**config.mk**
```make
export PLATFORM = sky130hd
export DESIGN_NAME = fpedc_front
export DESIGN_NICKNAME = d
export VERILOG_FILES = /design/src/fpedc_pkg.sv /design/src/fpedc_front.sv
export SDC_FILE = /design/constraint.sdc
export NUM_CORES = 1
export LEC_CHECK = 0
export BUFFER_PORTS_ARGS = -buffer_cell sky130_fd_sc_hd__clkbuf_2
export CAP_MARGIN = 20
export CORE_AREA = 2 2 89 91
export CTS_BUF_LIST = sky130_fd_sc_hd__clkbuf_8
export DETAILED_ROUTE_END_ITERATION = 6
export DIE_AREA = 0 0 91 93
export GPL_ROUTABILITY_DRIVEN = 0
export GPL_TIMING_DRIVEN = 0
export HOLD_SLACK_MARGIN = 0.1
export PLACE_DENSITY_LB_ADDON = 0.25
export RECOVER_POWER = 25
export SETUP_SLACK_MARGIN = 0.1
export SYNTH_ARGS = -nofsm -noshare
export SYNTH_HDL_FRONTEND = slang
export SYNTH_SLANG_ARGS = --single-unit
```
**constraint.sdc**
```tcl
create_clock -name clk -period 4.25 [get_ports clk]
set_clock_uncertainty 0.1 [all_clocks]
set_input_delay 0.2125 -clock clk [delete_from_list [all_inputs] [get_ports clk]]
set_output_delay 0.2125 -clock clk [all_outputs]
set_load 0.02 [all_outputs]
```
**src/fpedc_pkg.sv**
```systemverilog
`default_nettype none
package fpedc_pkg;

  typedef enum logic [2:0] {
    MODE_TICK    = 3'd0,
    MODE_EXAMINE = 3'd1,
    MODE_DEPOSIT = 3'd2,
    MODE_STEP    = 3'd3,
    MODE_RUNSTOP = 3'd4,
    MODE_PC      = 3'd5
  } mode_t;

  localparam int unsigned NUM_BUTTONS = 4;
  localparam logic [2:0]  LAST_GROUP  = 3'd6;
  localparam logic [3:0]  NIBBLE_MASK = 4'h f;

  localparam logic [2:0] GRP_DATA_HI = 3'd0;
  localparam logic [2:0] GRP_DATA_LO = 3'd1;
  localparam logic [2:0] GRP_ADDR0   = 3'd2;
  localparam logic [2:0] GRP_STATUS  = 3'd3;
  localparam logic [2:0] GRP_ADDR1   = 3'd4;
  localparam logic [2:0] GRP_ADDR2   = 3'd5;
  localparam logic [2:0] GRP_ADDR3   = 3'd6;

  typedef struct packed {
    mode_t       mode;
    logic        press_ok;
    logic        shift;
    logic [15:0] switches;
    logic        cpu_waiting;
    logic [15:0] cpu_pc;
  } cmd_t;

endpackage
`default_nettype wire

```
**src/fpedc_front.sv**
```systemverilog
`default_nettype none
module fpedc_front (
  input  wire logic              clk,
  input  wire logic              rst,
  input  wire logic              s_axis_tvalid,
  output logic                   s_axis_tready,
  input  wire logic [39:0]       s_axis_tdata,
  input  wire logic [2:0]        s_axis_tuser,
  input  wire logic              q_full,
  output logic                   push,
  output fpedc_pkg::cmd_t        push_cmd
);

  logic [15:0] tick_count;
  logic [15:0] last_press [fpedc_pkg::NUM_BUTTONS];
  fpedc_pkg::mode_t mode;
  logic [1:0] btn;
  logic       is_button;
  logic       press_ok;

  assign mode          = fpedc_pkg::mode_t'(s_axis_tuser);
  assign s_axis_tready = !q_full;
  assign push          = s_axis_tvalid && !q_full;
  assign btn           = 2'(s_axis_tuser - 3'd1);
  assign is_button     = (mode == fpedc_pkg::MODE_EXAMINE) || (mode == fpedc_pkg::MODE_DEPOSIT) ||
                         (mode == fpedc_pkg::MODE_STEP) || (mode == fpedc_pkg::MODE_RUNSTOP);
  assign press_ok      = is_button && (last_press[btn] != tick_count);

  always_comb begin
    push_cmd.mode        = mode;
    push_cmd.press_ok    = press_ok;
    push_cmd.shift       = s_axis_tdata[0];
    push_cmd.switches    = s_axis_tdata[16:1];
    push_cmd.cpu_waiting = s_axis_tdata[17];
    push_cmd.cpu_pc      = s_axis_tdata[33:18];
  end

  always_ff @(posedge clk) begin
    if (rst) begin
      tick_count <= '0;
      for (int i = 0; i < fpedc_pkg::NUM_BUTTONS; i++) begin
        last_press[i] <= '0;
      end
    end else if (push) begin
      if (mode == fpedc_pkg::MODE_TICK) begin
        tick_count <= tick_count + 16'd1;
      end else if (press_ok) begin
        last_press[btn] <= tick_count;
      end
    end
  end

endmodule
`default_nettype wire

```
==> After elaboration in Yosys (flattened, before gate mapping) <==
Memory sizes are Yosys's and may differ from the RTL's.
Cells that the tools add are included.
{ "word_totals": {"in_bits": 47, "romBits": 0, "out_inout_bits": 40, "reg_bits": 16, "word_cells": 28, "n_memories": 1, "ramBits": 64, "latch_bits": 0} }
{ "classes": {"bitwise_logic": 0, "mul": 0, "shifts": 0, "reduce_logical": 9, "n_eq_ne": 5, "n_addsub": 2, "div_mod_pow": 0, "n_mux": 10, "magnitude_cmp": 0} }
{ "mem_list": {"columns": ["name", "depth", "width", "rd", "rd_ports_with_merged_regs", "write_ports", "line_no", "text"], "rows": [
  ["last_press", 4, 16, 1, 0, 4, "fpedc_front.sv:15", "logic [15:0] last_press [fpedc_pkg::NUM_BUTTONS];"]
]} }
{ "ops": {"columns": ["cell", "count"], "rows": [
  ["16-bit by 1-bit adder with 16-bit output (second input constant)", 1],
  ["16-bit 2-to-1 mux", 1],
  ["16-bit != test", 1],
  ["16-bit OR reduction", 1],
  ["1-bit 2-to-1 mux", 8],
  ["3-bit by 2-bit equality test with 1-bit output (second input constant)", 2],
  ["3-bit by 1-bit equality test with 1-bit output (second input constant)", 1],
  ["3-bit equality test (second input constant)", 1],
  ["3-bit logical NOT", 1],
  ["1-bit logical OR", 3],
  ["1-bit logical AND", 2],
  ["2-bit 2-to-1 mux", 1],
  ["2-bit AND reduction", 1],
  ["2-bit by 1-bit subtractor with 2-bit output (second input constant)", 1],
  ["1-bit logical NOT", 1]
]} }

==> Depth between registers and ports, before layout <==
{ "depth": {"ltp_word": 12, "ltp_mapped": 12, "depth_no_buf": 7} }

==> Worst setup path after synthesis <==
OpenSTA, ideal clock, no wires.
{ "synth_timing": {"kind": "in2reg", "startpoint": "input s_axis_tuser[0]", "endpoint": "memory last_press[0][0], enable pin", "stages": 11, "slack_ns": 0.836, "required_ns": 3.758, "t_arrival_ns": 2.922, "n_path_buf": 4, "cell_sequence": "buf_2 > inv_1 > ha_1 > clkbuf_1 > mux4_2 > xnor2_1 > nand4_1 > nor4_2 > buf_2 > buf_6 > o21bai_1"} }
{ "synth_rtl": {"columns": ["element", "line_no", "text"], "rows": [
  ["from (decl)", "fpedc_front.sv:8", "input wire logic [2:0] s_axis_tuser,"],
  ["to (decl)", "fpedc_front.sv:15", null]
]} }

==> Worst setup path in the final report <==
{ "layout_timing": {"startpoint": "input s_axis_tuser[0]", "endpoint": "output push_cmd[34] (netlist bit)"} }
{ "layout_via": {"elab_chain_cells": 5, "word_cells_on_any_way": 11} }
{ "layout_lines": {"columns": ["element", "line_no", "text"], "rows": [
  ["parallel branches: the longest is 4 deep, another holds memory 4 x 16 bit", null, null],
  ["1-bit logical AND (*)", "fpedc_front.sv:27", "assign press_ok = is_button && (last_press[btn] != tick_count);"],
  ["to (decl)", "fpedc_front.sv:11", "output fpedc_pkg::cmd_t push_cmd"]
]} }
Every way passes the cells marked *.

==> impl_metrics.ini <==
[outcome]
status = finished, final reports clean

[worst_hold_path]
min_path_cells = 5
holdPathEnd = tick_count[0]
hold_start = q_full
hp-class = primary input to register

[setup_path]
cp-start-kind = primary input
slowest_delay_ns = 0.42
critPathMaxFanout = 10
worst_path_most_repeated_cell = clkbuf_2
critPathSlowestCell = nor4_2
regToRegSetupSlack_ns = 1.24
cp.arrival_ns = 3.47
cp_top_family = buffers and inverters
path_cells = clkbuf_2, buf_2, inv_1, ha_1, clkbuf_2, mux4_2, xnor2_1, nand4_1, nor4_2, buf_2, buf_6, nor2_1, buf_4, clkbuf_2
r2r-end = last_press[0][8]
path_buf_inv = 8
critPathKind = primary input to output port
cp-end-kind = output port
rr_startpoint = last_press[3][5]
rr_worst_depth = 8
crit_required_ns = 3.94

[global_routing]
antenna_found_initial = 0
grt_pass1_vias = 3010
grt_usage_pct = 25.0
overflow = 0
grt_max_degree = 17
grt_pass1_wl_um = 15700

[clock_tree]
clock-sinks = 80
cts.path.max_buffers = 2
insertion_delay_ns = 0.36
htreeDepth = 3
root_buffer = clkbuf_8
path_clk_slew_ns = 0.09
cts_tree = yes
post_cts_buffers = 0
cts_buffers = 9

[sta]
tightest_slew_ns = 0.980
final_max_slew_viol_count = 0
grt_setup_unrepaired = false
fin_crit_sh_pct = 89.0
relSlewSlack_pct = 34.6
hold_ws_ns = 0.327
worst_slack_ns = 0.466
finalHoldViolCount = 0
min_period_ns = 3.78
setup_viol = 0
fmax_mhz = 264

[power_and_ir_drop]
max-vdd-ir-drop_mv = 0.192
power_density_nw_per_um2 = 368
p_leak_uw = 0.00165

[finish]
num_antenna_cells = 0
stdcell_count = 513
fin_nets = 458
final_core_util_pct = 63.3
mostFrequentLayoutCell = edfxtp_1
final_area_um2 = 4770
final_cell_mix = 64 x edfxtp_1, 53 x clkbuf_1, 47 x nor3_1
syn_to_final_growth_pct = 14.6
nFillCells = 633
drive_above_1_share_pct = 23.1

[routing]
drt-total-wl_um = 10100
postRouteAntennaNets = 0
wire_per_inst_um = 19.7
drc = 0
first_iter_violations = 208
dr.pass1.iters = 5
vias = 3049
viasPerCell = 5.94

[run]
drv_cap = 0

[synth]
netlist_area_um2 = 4160
ys_ff_latch = 80
yosys.cell_types.count = 36
yosysSeqAreaShare_pct = 53.9
yosys_warnings = 0
synth_cells = 347
synth_fp_nets = 399
syn_avg_cell_area_um2 = 12.0

[die]
ios = 87
core_area_um2 = 7530
initial_core_util_pct = 55.3
die-width_um = 91
die-area_um2 = 8460
chipHeight_um = 93
std_cell_rows = 32

[place]
portBuffers = 45
placed_area_um2 = 4570
placed_cells = 497
dp_slack_ns = 0.0889
hpwl_um = 6980
routing by layer:
| metal | GRT usage, % | wire (um) |
|---|---|---|
| met1 | 31.3 | 3870 |
| met2 | 41.8 | 5050 |
| met3 | 6.04 | 918 |
| met4 | 10.7 | 243 |
| met5 | 0 | 0 |
cell usage after synthesis, drive strengths merged:
| cell type | count | area share, % |
|---|---|---|
| or4 | 1 | 0.18 |
| a21o | 1 | 0.18 |
| nor2 | 17 | 1.5 |
| o21bai | 4 | 0.72 |
| nor4bb | 1 | 0.24 |
| clkbuf | 16 | 1.4 |
| nand4 | 7 | 1.1 |
| nor2b | 2 | 0.30 |
| dfxtp | 16 | 7.7 |
| nand2 | 7 | 0.63 |
| and4 | 2 | 0.42 |
| or3 | 4 | 0.60 |
| nand2b | 16 | 2.4 |
| xnor2 | 22 | 4.6 |
| ha | 5 | 1.5 |
| buf | 51 | 8.4 |
| a31oi | 1 | 0.15 |
| nor3 | 47 | 5.7 |
| mux2i | 1 | 0.24 |
| a21oi | 1 | 0.12 |
| mux2 | 1 | 0.27 |
| inv | 5 | 0.45 |
| mux4 | 16 | 8.7 |
| o21ai | 2 | 0.24 |
| a41o | 1 | 0.24 |
| xor2 | 6 | 1.3 |
| edfxtp | 64 | 46 |
| and3 | 2 | 0.30 |
| nand3 | 5 | 0.60 |
| nor4 | 22 | 3.5 |
| o211ai | 1 | 0.18 |
state kept, by name, summed over array words and instances (netlist names):
| register | flops |
|---|---|
| last_press | 64 |
| tick_count | 16 |
cell families (layout without fill, tap and decap cells):
group | count (synthesis) | count (layout) | synth area share (%)
buffers and inverters | 72 | 136 | 10.3
AND/OR/NAND/NOR | 133 | 133 | 17.4
adder cells (fa/ha/maj) | 5 | 5 | 1.50
multiplexers | 18 | 18 | 9.17
AO/OA/AOI/OAI | 11 | 11 | 1.83
flip-flops | 80 | 80 | 53.9
XOR/XNOR | 28 | 28 | 5.89
final cells by class:
class / count / area, um^2 / area share [%]
Sequential cell: 80 / 2240 / 47.0
Multi-Input combinational cell: 195 / 1500 / 31.5
Buffer: 67 / 414 / 8.69
Timing Repair Buffer: 48 / 218 / 4.57
Tap cell: 102 / 128 / 2.68
Clock buffer: 9 / 124 / 2.60
Clock inverter: 7 / 119 / 2.49
Inverter: 5 / 18.8 / 0.394
worst max-delay path by stage:
stage / cells past startpoint / endpoint / startpoint / slack (ns)
6_report: 14 / push_cmd[34] / s_axis_tuser[0] / 0.47
2_1_floorplan: 11 / last_press[0][0] / s_axis_tuser[0] / 0.84
4_1_cts: 14 / push_cmd[34] / s_axis_tuser[0] / 0.19
3_3_place_gp: 12 / last_press[2][3] / s_axis_tuser[0] / -0.41
5_1_grt: 14 / push_cmd[34] / s_axis_tuser[0] / 0.16
3_5_place_dp: 13 / last_press[0][12] / s_axis_tuser[0] / 0.09
per-stage QoR:
stage | setup TNS (ns) | power, uW
5_1_grt | 0 | 1800
3_3_place_gp | -22.41 | 1080
2_1_floorplan | 0 | 1030
4_1_cts | 0 | 1770
6_report | 0 | 1760
3_5_place_dp | 0 | 1090
worst register-to-register path, cell delays in order (launching register included):
cell	delay, ns
edfxtp_1	0.38
mux4_2	0.47
xnor2_1	0.26
nand4_1	0.17
nor4_2	0.42
buf_2	0.32
buf_6	0.19
o21bai_2	0.21
buf_6	0.24
where the power goes:
| part | switching (uW) | total [uW] | internal (uW) |
|---|---|---|---|
| registers | 5.88 | 868 | 862 |
| logic | 116 | 199 | 82.4 |
| clock network | 297 | 690 | 392 |
| total | 419 | 1760 | 1340 |
timing repair:
| item | in CTS | in global routing |
|---|---|---|
| endpoints found under the setup margin | 0 | 1 |
| gates resized for setup | 0 | 4 |
| hold buffers | 0 | 0 |
Power figures use the tool's default switching activity.
