--- src/fpedc_pkg.sv ---
`default_nettype none
package fpedc_pkg;

  typedef enum logic [2:0] {
    MODE_TICK    = 3'd0,
    MODE_EXAMINE = 3'd1,
    MODE_DEPOSIT = 3'd2,
    MODE_STEP    = 3'd3,
    MODE_RUNSTOP = 3'd4,
    MODE_PC      = 3'd5
  } mode_t;

  localparam int unsigned NUM_BUTTONS = 4;
  localparam logic [2:0]  LAST_GROUP  = 3'd6;
  localparam logic [3:0]  NIBBLE_MASK = 4'h f;

  localparam logic [2:0] GRP_DATA_HI = 3'd0;
  localparam logic [2:0] GRP_DATA_LO = 3'd1;
  localparam logic [2:0] GRP_ADDR0   = 3'd2;
  localparam logic [2:0] GRP_STATUS  = 3'd3;
  localparam logic [2:0] GRP_ADDR1   = 3'd4;
  localparam logic [2:0] GRP_ADDR2   = 3'd5;
  localparam logic [2:0] GRP_ADDR3   = 3'd6;

  typedef struct packed {
    mode_t       mode;
    logic        press_ok;
    logic        shift;
    logic [15:0] switches;
    logic        cpu_waiting;
    logic [15:0] cpu_pc;
  } cmd_t;

endpackage
`default_nettype wire

--- src/fpedc_queue.sv ---
`default_nettype none
module fpedc_queue (
  input  wire logic             clk,
  input  wire logic             rst,
  input  wire logic             push,
  input  wire fpedc_pkg::cmd_t  push_cmd,
  output logic                  full,
  input  wire logic             pop,
  output logic                  head_valid,
  output fpedc_pkg::cmd_t       head_cmd
);

  fpedc_pkg::cmd_t slots [2];
  logic       wr_ptr;
  logic       rd_ptr;
  logic [1:0] count;

  assign full       = (count == 2'd2);
  assign head_valid = (count != 2'd0);
  assign head_cmd   = slots[rd_ptr];

  always_ff @(posedge clk) begin
    if (push) begin
      slots[wr_ptr] <= push_cmd;
    end
  end

  always_ff @(posedge clk) begin
    if (rst) begin
      wr_ptr <= 1'b0;
      rd_ptr <= 1'b0;
      count  <= '0;
    end else begin
      if (push) begin
        wr_ptr <= !wr_ptr;
      end
      if (pop) begin
        rd_ptr <= !rd_ptr;
      end
      case ({push, pop})
        2'b10:   count <= count + 2'd1;
        2'b01:   count <= count - 2'd1;
        default: count <= count;
      endcase
    end
  end

endmodule
`default_nettype wire

--- config.mk ---
export PLATFORM = sky130hd
export DESIGN_NAME = fpedc_queue
export DESIGN_NICKNAME = d
export VERILOG_FILES = /design/src/fpedc_pkg.sv /design/src/fpedc_queue.sv
export SDC_FILE = /design/constraint.sdc
export NUM_CORES = 1
export LEC_CHECK = 0
export BUFFER_PORTS_ARGS = -buffer_cell sky130_fd_sc_hd__buf_2
export CAP_MARGIN = 20
export CORE_MARGIN = 2
export CORE_UTILIZATION = 41
export CTS_CLUSTER_DIAMETER = 200
export DETAILED_ROUTE_END_ITERATION = 12
export GPL_ROUTABILITY_DRIVEN = 0
export PLACE_DENSITY = 0.71
export SLEW_MARGIN = 10
export SYNTH_ARGS = -nofsm -noshare
export SYNTH_HDL_FRONTEND = slang
export SYNTH_SLANG_ARGS = --single-unit
--- constraint.sdc ---
create_clock -name clk -period 2.75 [get_ports clk]
set_input_delay 0.1375 -clock clk [delete_from_list [all_inputs] [get_ports clk]]
set_output_delay 0.1375 -clock clk [all_outputs]
set_load 0.1 [all_outputs]
; Word level (Yosys, flattened, before mapping)
; Memories as Yosys holds them, arrays and structs flattened. A register that Yosys moved wholly into a read port is not among the register bits.
; Cells that the tools add are included.
[op_classes]
addsub = 2
n_reduce_logical = 4
order_cmp = 0
n_mux = 5
n_eq_ne = 3
mul = 0
bitwise_logic = 0
shifts = 0
div = 0
[op_table]
columns = cell, n
row1 = equality test 2 bit (second input constant), 2
row2 = two-way mux 1 bit, 4
row3 = case mux 2 bit (2 select lines), 1
row4 = nonzero test 2 bit, 2
row5 = adder 2 x 1 -> 2 bit (second input constant), 1
row6 = equality test 2 x 1 -> 1 bit (second input constant), 1
row7 = logical NOT 1 bit, 2
row8 = subtractor 2 x 1 -> 2 bit (second input constant), 1
[word_totals]
mem_bits_rw = 76
out_inout_bits = 40
latchBits = 0
mem_bits_ro = 0
register_bits = 4
memories = 1
wordCells = 18
[memory_table]
columns = name, words, width, rd, rd_clocked_by_memory_dff, wr, line_no
row1 = slots, 2, 38, 1, 1, 1, fpedc_queue.sv:13  ; fpedc_pkg::cmd_t slots [2];

; Logic depth before layout (Yosys ltp)
; Gate-level depths: netlist of run 1.
[logic_depth]
ltp_word = 3
mapped_depth = 5
mapped_depth_nobuf = 5

; Least setup slack after synthesis of run 1
; No wires, ideal clock.
[synth_timing]
path_type = register -> register
startpoint = register wr_ptr
endpoint = memory slots[0][0] (netlist bit), enable pin
path_buffers = 0
required_ns = 2.316
arrival_time_ns = 1.932
setup_ns = 0.434
setup_slack_ns = 0.384
stages_incl_launch_ff = 2
cell_sequence = dfxtp_1 nor2_1
[synth_rtl]
columns = element, line_no
row1 = start: declaration, fpedc_queue.sv:14  ; logic wr_ptr;
row2 = start signal: assignment, fpedc_queue.sv:35  ; wr_ptr <= !wr_ptr;
row3 = end: declaration, fpedc_queue.sv:13
; No word-level cell before the write port.

==> results.toml, run 1 <==
[run_status]
outcome = "completed"

[timing]
finClkSkew_ps = 3.75
rsz0062_at_grt = "false"
slew_violations = 0
setup_viol = 0
whs_ps = 26.9
hold_viol_final = 0
tightest_slew_ps = 618
min_period_ps = 2060
relSlewSlack_pct = 58.7
tns_ps = 0
setup_ws_ps = 689
finalCritPeriodShare_pct = 74.9
fmax_mhz = 485

[drt]
drc = 0
wl_per_cell_um = 14.2
finalWirelength_mm = 5.26
first_iter_violations = 89
num_vias = 1703
route.met3.wl_um = 379
wl_met2_mm = 2.63
via_per_inst = 4.60
ant_nets = 0
drtPass1Iterations = 4
highest_layer = "met4"
routedLengthMet1_mm = 2.18

[synth]
syn_area_um2 = 2940
synth.distinct_cells = 16
synth-seq-cells = 81
synth_common_cells = "76 x edfxtp_1, 38 x mux2_2, 5 x dfxtp_1, 5 x nor2_1, 3 x xnor2_1"
synth_nets = 183
yosys.area.top_type = "edfxtp_1"
yosys.cell_count.top_type = "edfxtp_1"
syn_area_per_cell_um2 = 21.0
synthTopCellsByArea = "edfxtp_1 78%, mux2_2 15%, dfxtp_1 3.4%"
synth_enable_flop_cells = 76
synth_ff_type = "edfxtp_1"
synth-async-reset-ratio_pct = 0
yosysSeqAreaShare_pct = 81.0
ys_warn_count = 0
synth_top_area_share_pct = 77.6
syn-instance-count = 140

[min_path]
hp-class = "input pin to register"
hp-start = "rst"

[setup_path]
critPathMaxFanout = 29
worst-r2r-cell-count = 2
crit_path_max_incr_delay_ps = 460
crit_type = "register to output port"
cp.required_ps = 2610
r2r_start = "wr_ptr"
slowest_stage = "dfxtp_2"
r2r-end = "slots[1][36]"
r2r_slack_ps = 1120
critPathCapture = "head_cmd[8]"
worstPathCellList = "buf_4 -> mux2_2 -> buf_2"
start_kind = "register"
crit_arrival_ps = 1920
cp-end-kind = "output port"

[pwr]
p_per_area_nw_per_um2 = 736
cellLeakagePower_nw = 1.53
vdd_drop_max_mv = 0.321

[cts]
hold_buffers = 38
clk_latency_ps = 330
htreeDepth = 3
clock_path_buffers = 2
clock-sinks = 81
cts_resized = 0
path_clk_slew_ps = 70
cts_setup_buffers = 0
cts_tree = "done"
cts_buffers = 9
cts-root-buf = "clkbuf_8"

[die]
dieArea_um2 = 7870
ios = 82
row_count = 30
die_h_um = 88.7
start_util_pct = 42.8
core_um2 = 6870
die_w_um = 88.7

[global_routing]
antenna_found_initial = 0
grt_max_degree = 30
grt_usage_pct = 13.7
grt_pass1_vias = 1734
grt_pass1_wl_mm = 7.84
overflow = 0

[place]
io_buffer_count = 81
dp_hpwl_mm = 3.27
pre_cts_slack_ps = 1010

[cells_and_area]
antenna_cells = 0
multiInputGateArea_um2 = 541
drive_above_1_share_pct = 51.8
fin_nets = 313
ff_latch_area_um2 = 2380
fillerInstances = 533
syn2layout_area_growth_pct = 37.2

[job]
cap_violations = 0
metrics by stage:
stage          power, mW  util, %  std cells  instance area [um^2]
4_1_cts             3.00     58.8        370                  4040
2_1_floorplan       2.12        -        140                  2940
6_report            2.97     58.8        370                  4040
3_5_place_dp        2.25     50.9        317                  3500
3_3_place_gp        2.24     50.9        317                  3500
5_1_grt             3.08     58.8        370                  4040
state kept, by name, indices dropped and copies added, names as in the netlist, named ones only:
| name | count |
|---|---|
| count | 2 |
| slots | 76 |
| rd_ptr | 1 |
| wr_ptr | 1 |
critical path: cells and delay by family, from the launching register on:
kind,cells,cell delay [ps]
buffers and inverters,2,710
DFF,1,460
muxes,1,400
cell type report:
| class | count | area share (%) |
|---|---|---|
| Sequential cell | 81 | 59.1 |
| Timing Repair Buffer | 123 | 20.5 |
| Multi-Input combinational cell | 54 | 13.4 |
| Clock buffer | 9 | 3.07 |
| Tap cell | 96 | 2.98 |
| Clock inverter | 6 | 0.899 |
| Inverter | 1 | 0.0930 |
routing by layer:
metal / GRT usage [%] / vias up
met5: 0 / -
met4: 7.02 / 0
met3: 4.20 / 7
met2: 23.1 / 64
met1: 15.7 / 833
li1: - / 799
worst min-delay path by stage:
stage	endpoint	slack, ps	depth (start not counted)
floorplan	count[1]	210	1
global placement	slots[0][27]	320	1
detailed placement	slots[0][8]	330	1
CTS	count[1]	7	2
global route	rd_ptr	20	2
finish	register	30	2
power breakdown:
part / internal (mW) / leakage [nW] / switching, mW
logic: 0.183 / 0.697 / 0.617
registers: 1.43 / 0.755 / 0.0256
clock network: 0.316 / 0.0745 / 0.397
total: 1.93 / 1.53 / 1.04
cells in the final DEF (no fill, tap or decap), drive strengths merged:
cell,n
buf,85
edfxtp,76
mux2,38
dlygate4sd3,38
clkbuf,9
nor2,5
dfxtp,5
xnor2,3
clkinvlp,3
clkinv,3
or2,1
and2,1
inv,1
and2b,1
xor2,1
o21ai,1
or3,1
a21oi,1
ha,1
logic make-up after synthesis:
logic type | after synthesis | share of synthesized area, %
xor+xnor | 4 | 1.19
compound gates | 2 | 0.340
mux | 38 | 14.5
fa+ha+maj | 1 | 0.425
simple gates | 9 | 1.57
flops | 81 | 81.0
buf+inv | 5 | 0.978
Power figures use the tool's default switching activity.
==> inputs of run 2 (changes only) <==
--- a/config.mk
+++ b/config.mk
@@ -5,6 +5,7 @@
 export SDC_FILE = /design/constraint.sdc
 export NUM_CORES = 1
 export LEC_CHECK = 0
+export ABC_AREA = 1
 export BUFFER_PORTS_ARGS = -buffer_cell sky130_fd_sc_hd__buf_2
 export CAP_MARGIN = 20
 export CORE_MARGIN = 2
==> constraint.sdc (replaced) <==
create_clock -name clk -period 1.95 [get_ports clk]
set_input_delay 0.0975 -clock clk [delete_from_list [all_inputs] [get_ports clk]]
set_output_delay 0.0975 -clock clk [all_outputs]
set_load 0.1 [all_outputs]
==> results.toml, run 2 <==
[pwr]
vdd_drop_max_mv = 0.504
p_per_area_nw_per_um2 = 1020
cellLeakagePower_nw = 1.65
p_total_mw = 4.30

[cells_and_area]
fin_area_um2 = 4190
drive_above_1_share_pct = 48.6
fin_nets = 324
top_register = "slots"
final_core_util_pct = 58.1
fillerInstances = 590
layout_commonest_cell = "buf_2"
final_cell_mix = "81 x buf_2, 76 x edfxtp_1, 39 x dlygate4sd3_1"
syn2layout_area_growth_pct = 37.5
top_regs = "slots (76), count (2)"
antenna_cells = 0
largest_reg_flops = 76

[setup_path]
worst-r2r-cell-count = 3
cp-end-kind = "output port"
cp.required_ps = 1850
start_kind = "register"
critPathMaxFanout = 38
crit_type = "register to output port"
crit_arrival_ps = 1630
r2r_start = "wr_ptr"
r2r-end = "slots[1][18]"
r2r_slack_ps = 840

[timing]
hold_viol_final = 0
tightest_slew_ps = 493
finClkSkew_ps = 11.5
rsz0062_at_grt = "false"
fmax_mhz = 578
relSlewSlack_pct = 67.4
min_period_ps = 1730
finalCritPeriodShare_pct = 88.7
slew_violations = 0
setup_viol = 0
tns_ps = 0

[synth]
syn-instance-count = 151
syn_area_per_cell_um2 = 20.2
synth-seq-cells = 81
synth_enable_flop_cells = 76
yosys.cell_count.top_type = "edfxtp_1"
synth-async-reset-ratio_pct = 0
synth.distinct_cells = 15
synth_top_area_share_pct = 74.8
syn_area_um2 = 3050
yosysSeqAreaShare_pct = 78.1
yosys.area.top_type = "edfxtp_1"
synth_common_cells = "76 x edfxtp_1, 20 x mux2_4, 18 x mux2_2"
ys_warn_count = 0
synthTopCellsByArea = "edfxtp_1 75%, mux2_4 9.8%, mux2_2 6.6%"
synth_ff_type = "edfxtp_1"
synth_nets = 194

[min_path]
hold_end = "wr_ptr"
min_path_cells = 3
hp-class = "input pin to register"
hp-start = "push"

[die]
die_h_um = 90.2
ios = 82
row_count = 31
start_util_pct = 42.3
core_um2 = 7210
die_w_um = 90.2
dieArea_um2 = 8140

[cts]
cts_tree = "done"
clock_path_buffers = 2
cts_setup_buffers = 0
cts_buffers = 9
cts-root-buf = "clkbuf_8"
clock-sinks = 81
htreeDepth = 3
path_clk_slew_ps = 70
cts_resized = 0
clk_latency_ps = 340
hold_buffers = 39

[global_routing]
grt_pass1_vias = 1796
grt-busiest-layer = "met2"
grt_max_degree = 39
grt_usage_pct = 13.5
overflow = 0
grt_pass1_wl_mm = 8.40
grtUsageMet3_pct = 3.60
grt_use_met1_pct = 15.1
grtUsageMet2_pct = 23.3
antenna_found_initial = 0

[place]
dp_hpwl_mm = 3.19
dpl_cell_area_um2 = 3610
io_buffer_count = 81

[drt]
drc = 0
via_per_inst = 4.42
drtPass1Iterations = 4
wl_per_cell_um = 13.5
finalWirelength_mm = 5.20
first_iter_violations = 65
num_vias = 1700
ant_nets = 0

[job]
cap_violations = 0

[run_status]
outcome = "completed"
==> run 2: worst max path at each step <==
stage	cells after the start	slack, ps	to	start
finish	3	220	head_cmd[37]	register
global route	3	170	head_cmd[37]	register
CTS	3	200	head_cmd[4]	register
detailed placement	3	580	head_cmd[4]	register
global placement	3	580	head_cmd[37]	register
floorplan	1	210	slots[0][0]	wr_ptr
==> run 2: cell type report <==
| class | instances | area, um^2 | area share (%) |
|---|---|---|---|
| clock buffer | 10 | 128 | 3.04 |
| sequential | 81 | 2380 | 56.8 |
| multi-input combinational | 59 | 609 | 14.5 |
| timing repair buffer | 123 | 856 | 20.4 |
| inverter | 7 | 26.3 | 0.627 |
| tap | 99 | 124 | 2.95 |
| clock inverter | 6 | 66.3 | 1.58 |
==> run 2: per-layer routing <==
metal | up-vias | routed length, um
li1 | 830 | -
met1 | 808 | 2150
met2 | 49 | 2680
met3 | 13 | 234
met4 | 0 | 133
met5 | - | 0
==> run 2: worst max-delay path: stages, from the launching register on <==
cell,delay (ps)
dfxtp_2,340
buf_12,240
mux2_2,390
buf_2,290
==> run 2: metrics by stage <==
step / hold slack [ps] / setup WS [ps] / instances
6_report: 44.9 / 220 / 385
5_1_grt: 70.0 / 171 / 385
4_1_cts: 29.2 / 196 / 385
3_5_place_dp: 289 / 575 / 330
3_3_place_gp: 284 / 575 / 330
2_1_floorplan: 170 / 214 / 151
==> run 2: cells by family (layout without fill, tap and decap cells) <==
kind of cell	Yosys count	after routing	share of synthesized area, %
flip-flops	81	81	78.1
buffers and inverters	11	146	2.13
AO/OA/AOI/OAI	2	2	0.328
XOR/XNOR	1	1	0.287
AND/OR/NAND/NOR	17	17	2.22
multiplexers	38	38	16.5
adder cells (fa/ha/maj)	1	1	0.410
==> run 2: power breakdown <==
part,internal (mW),switching (mW)
clock network,0.593,0.579
logic,0.275,0.818
registers,2.01,0.0263
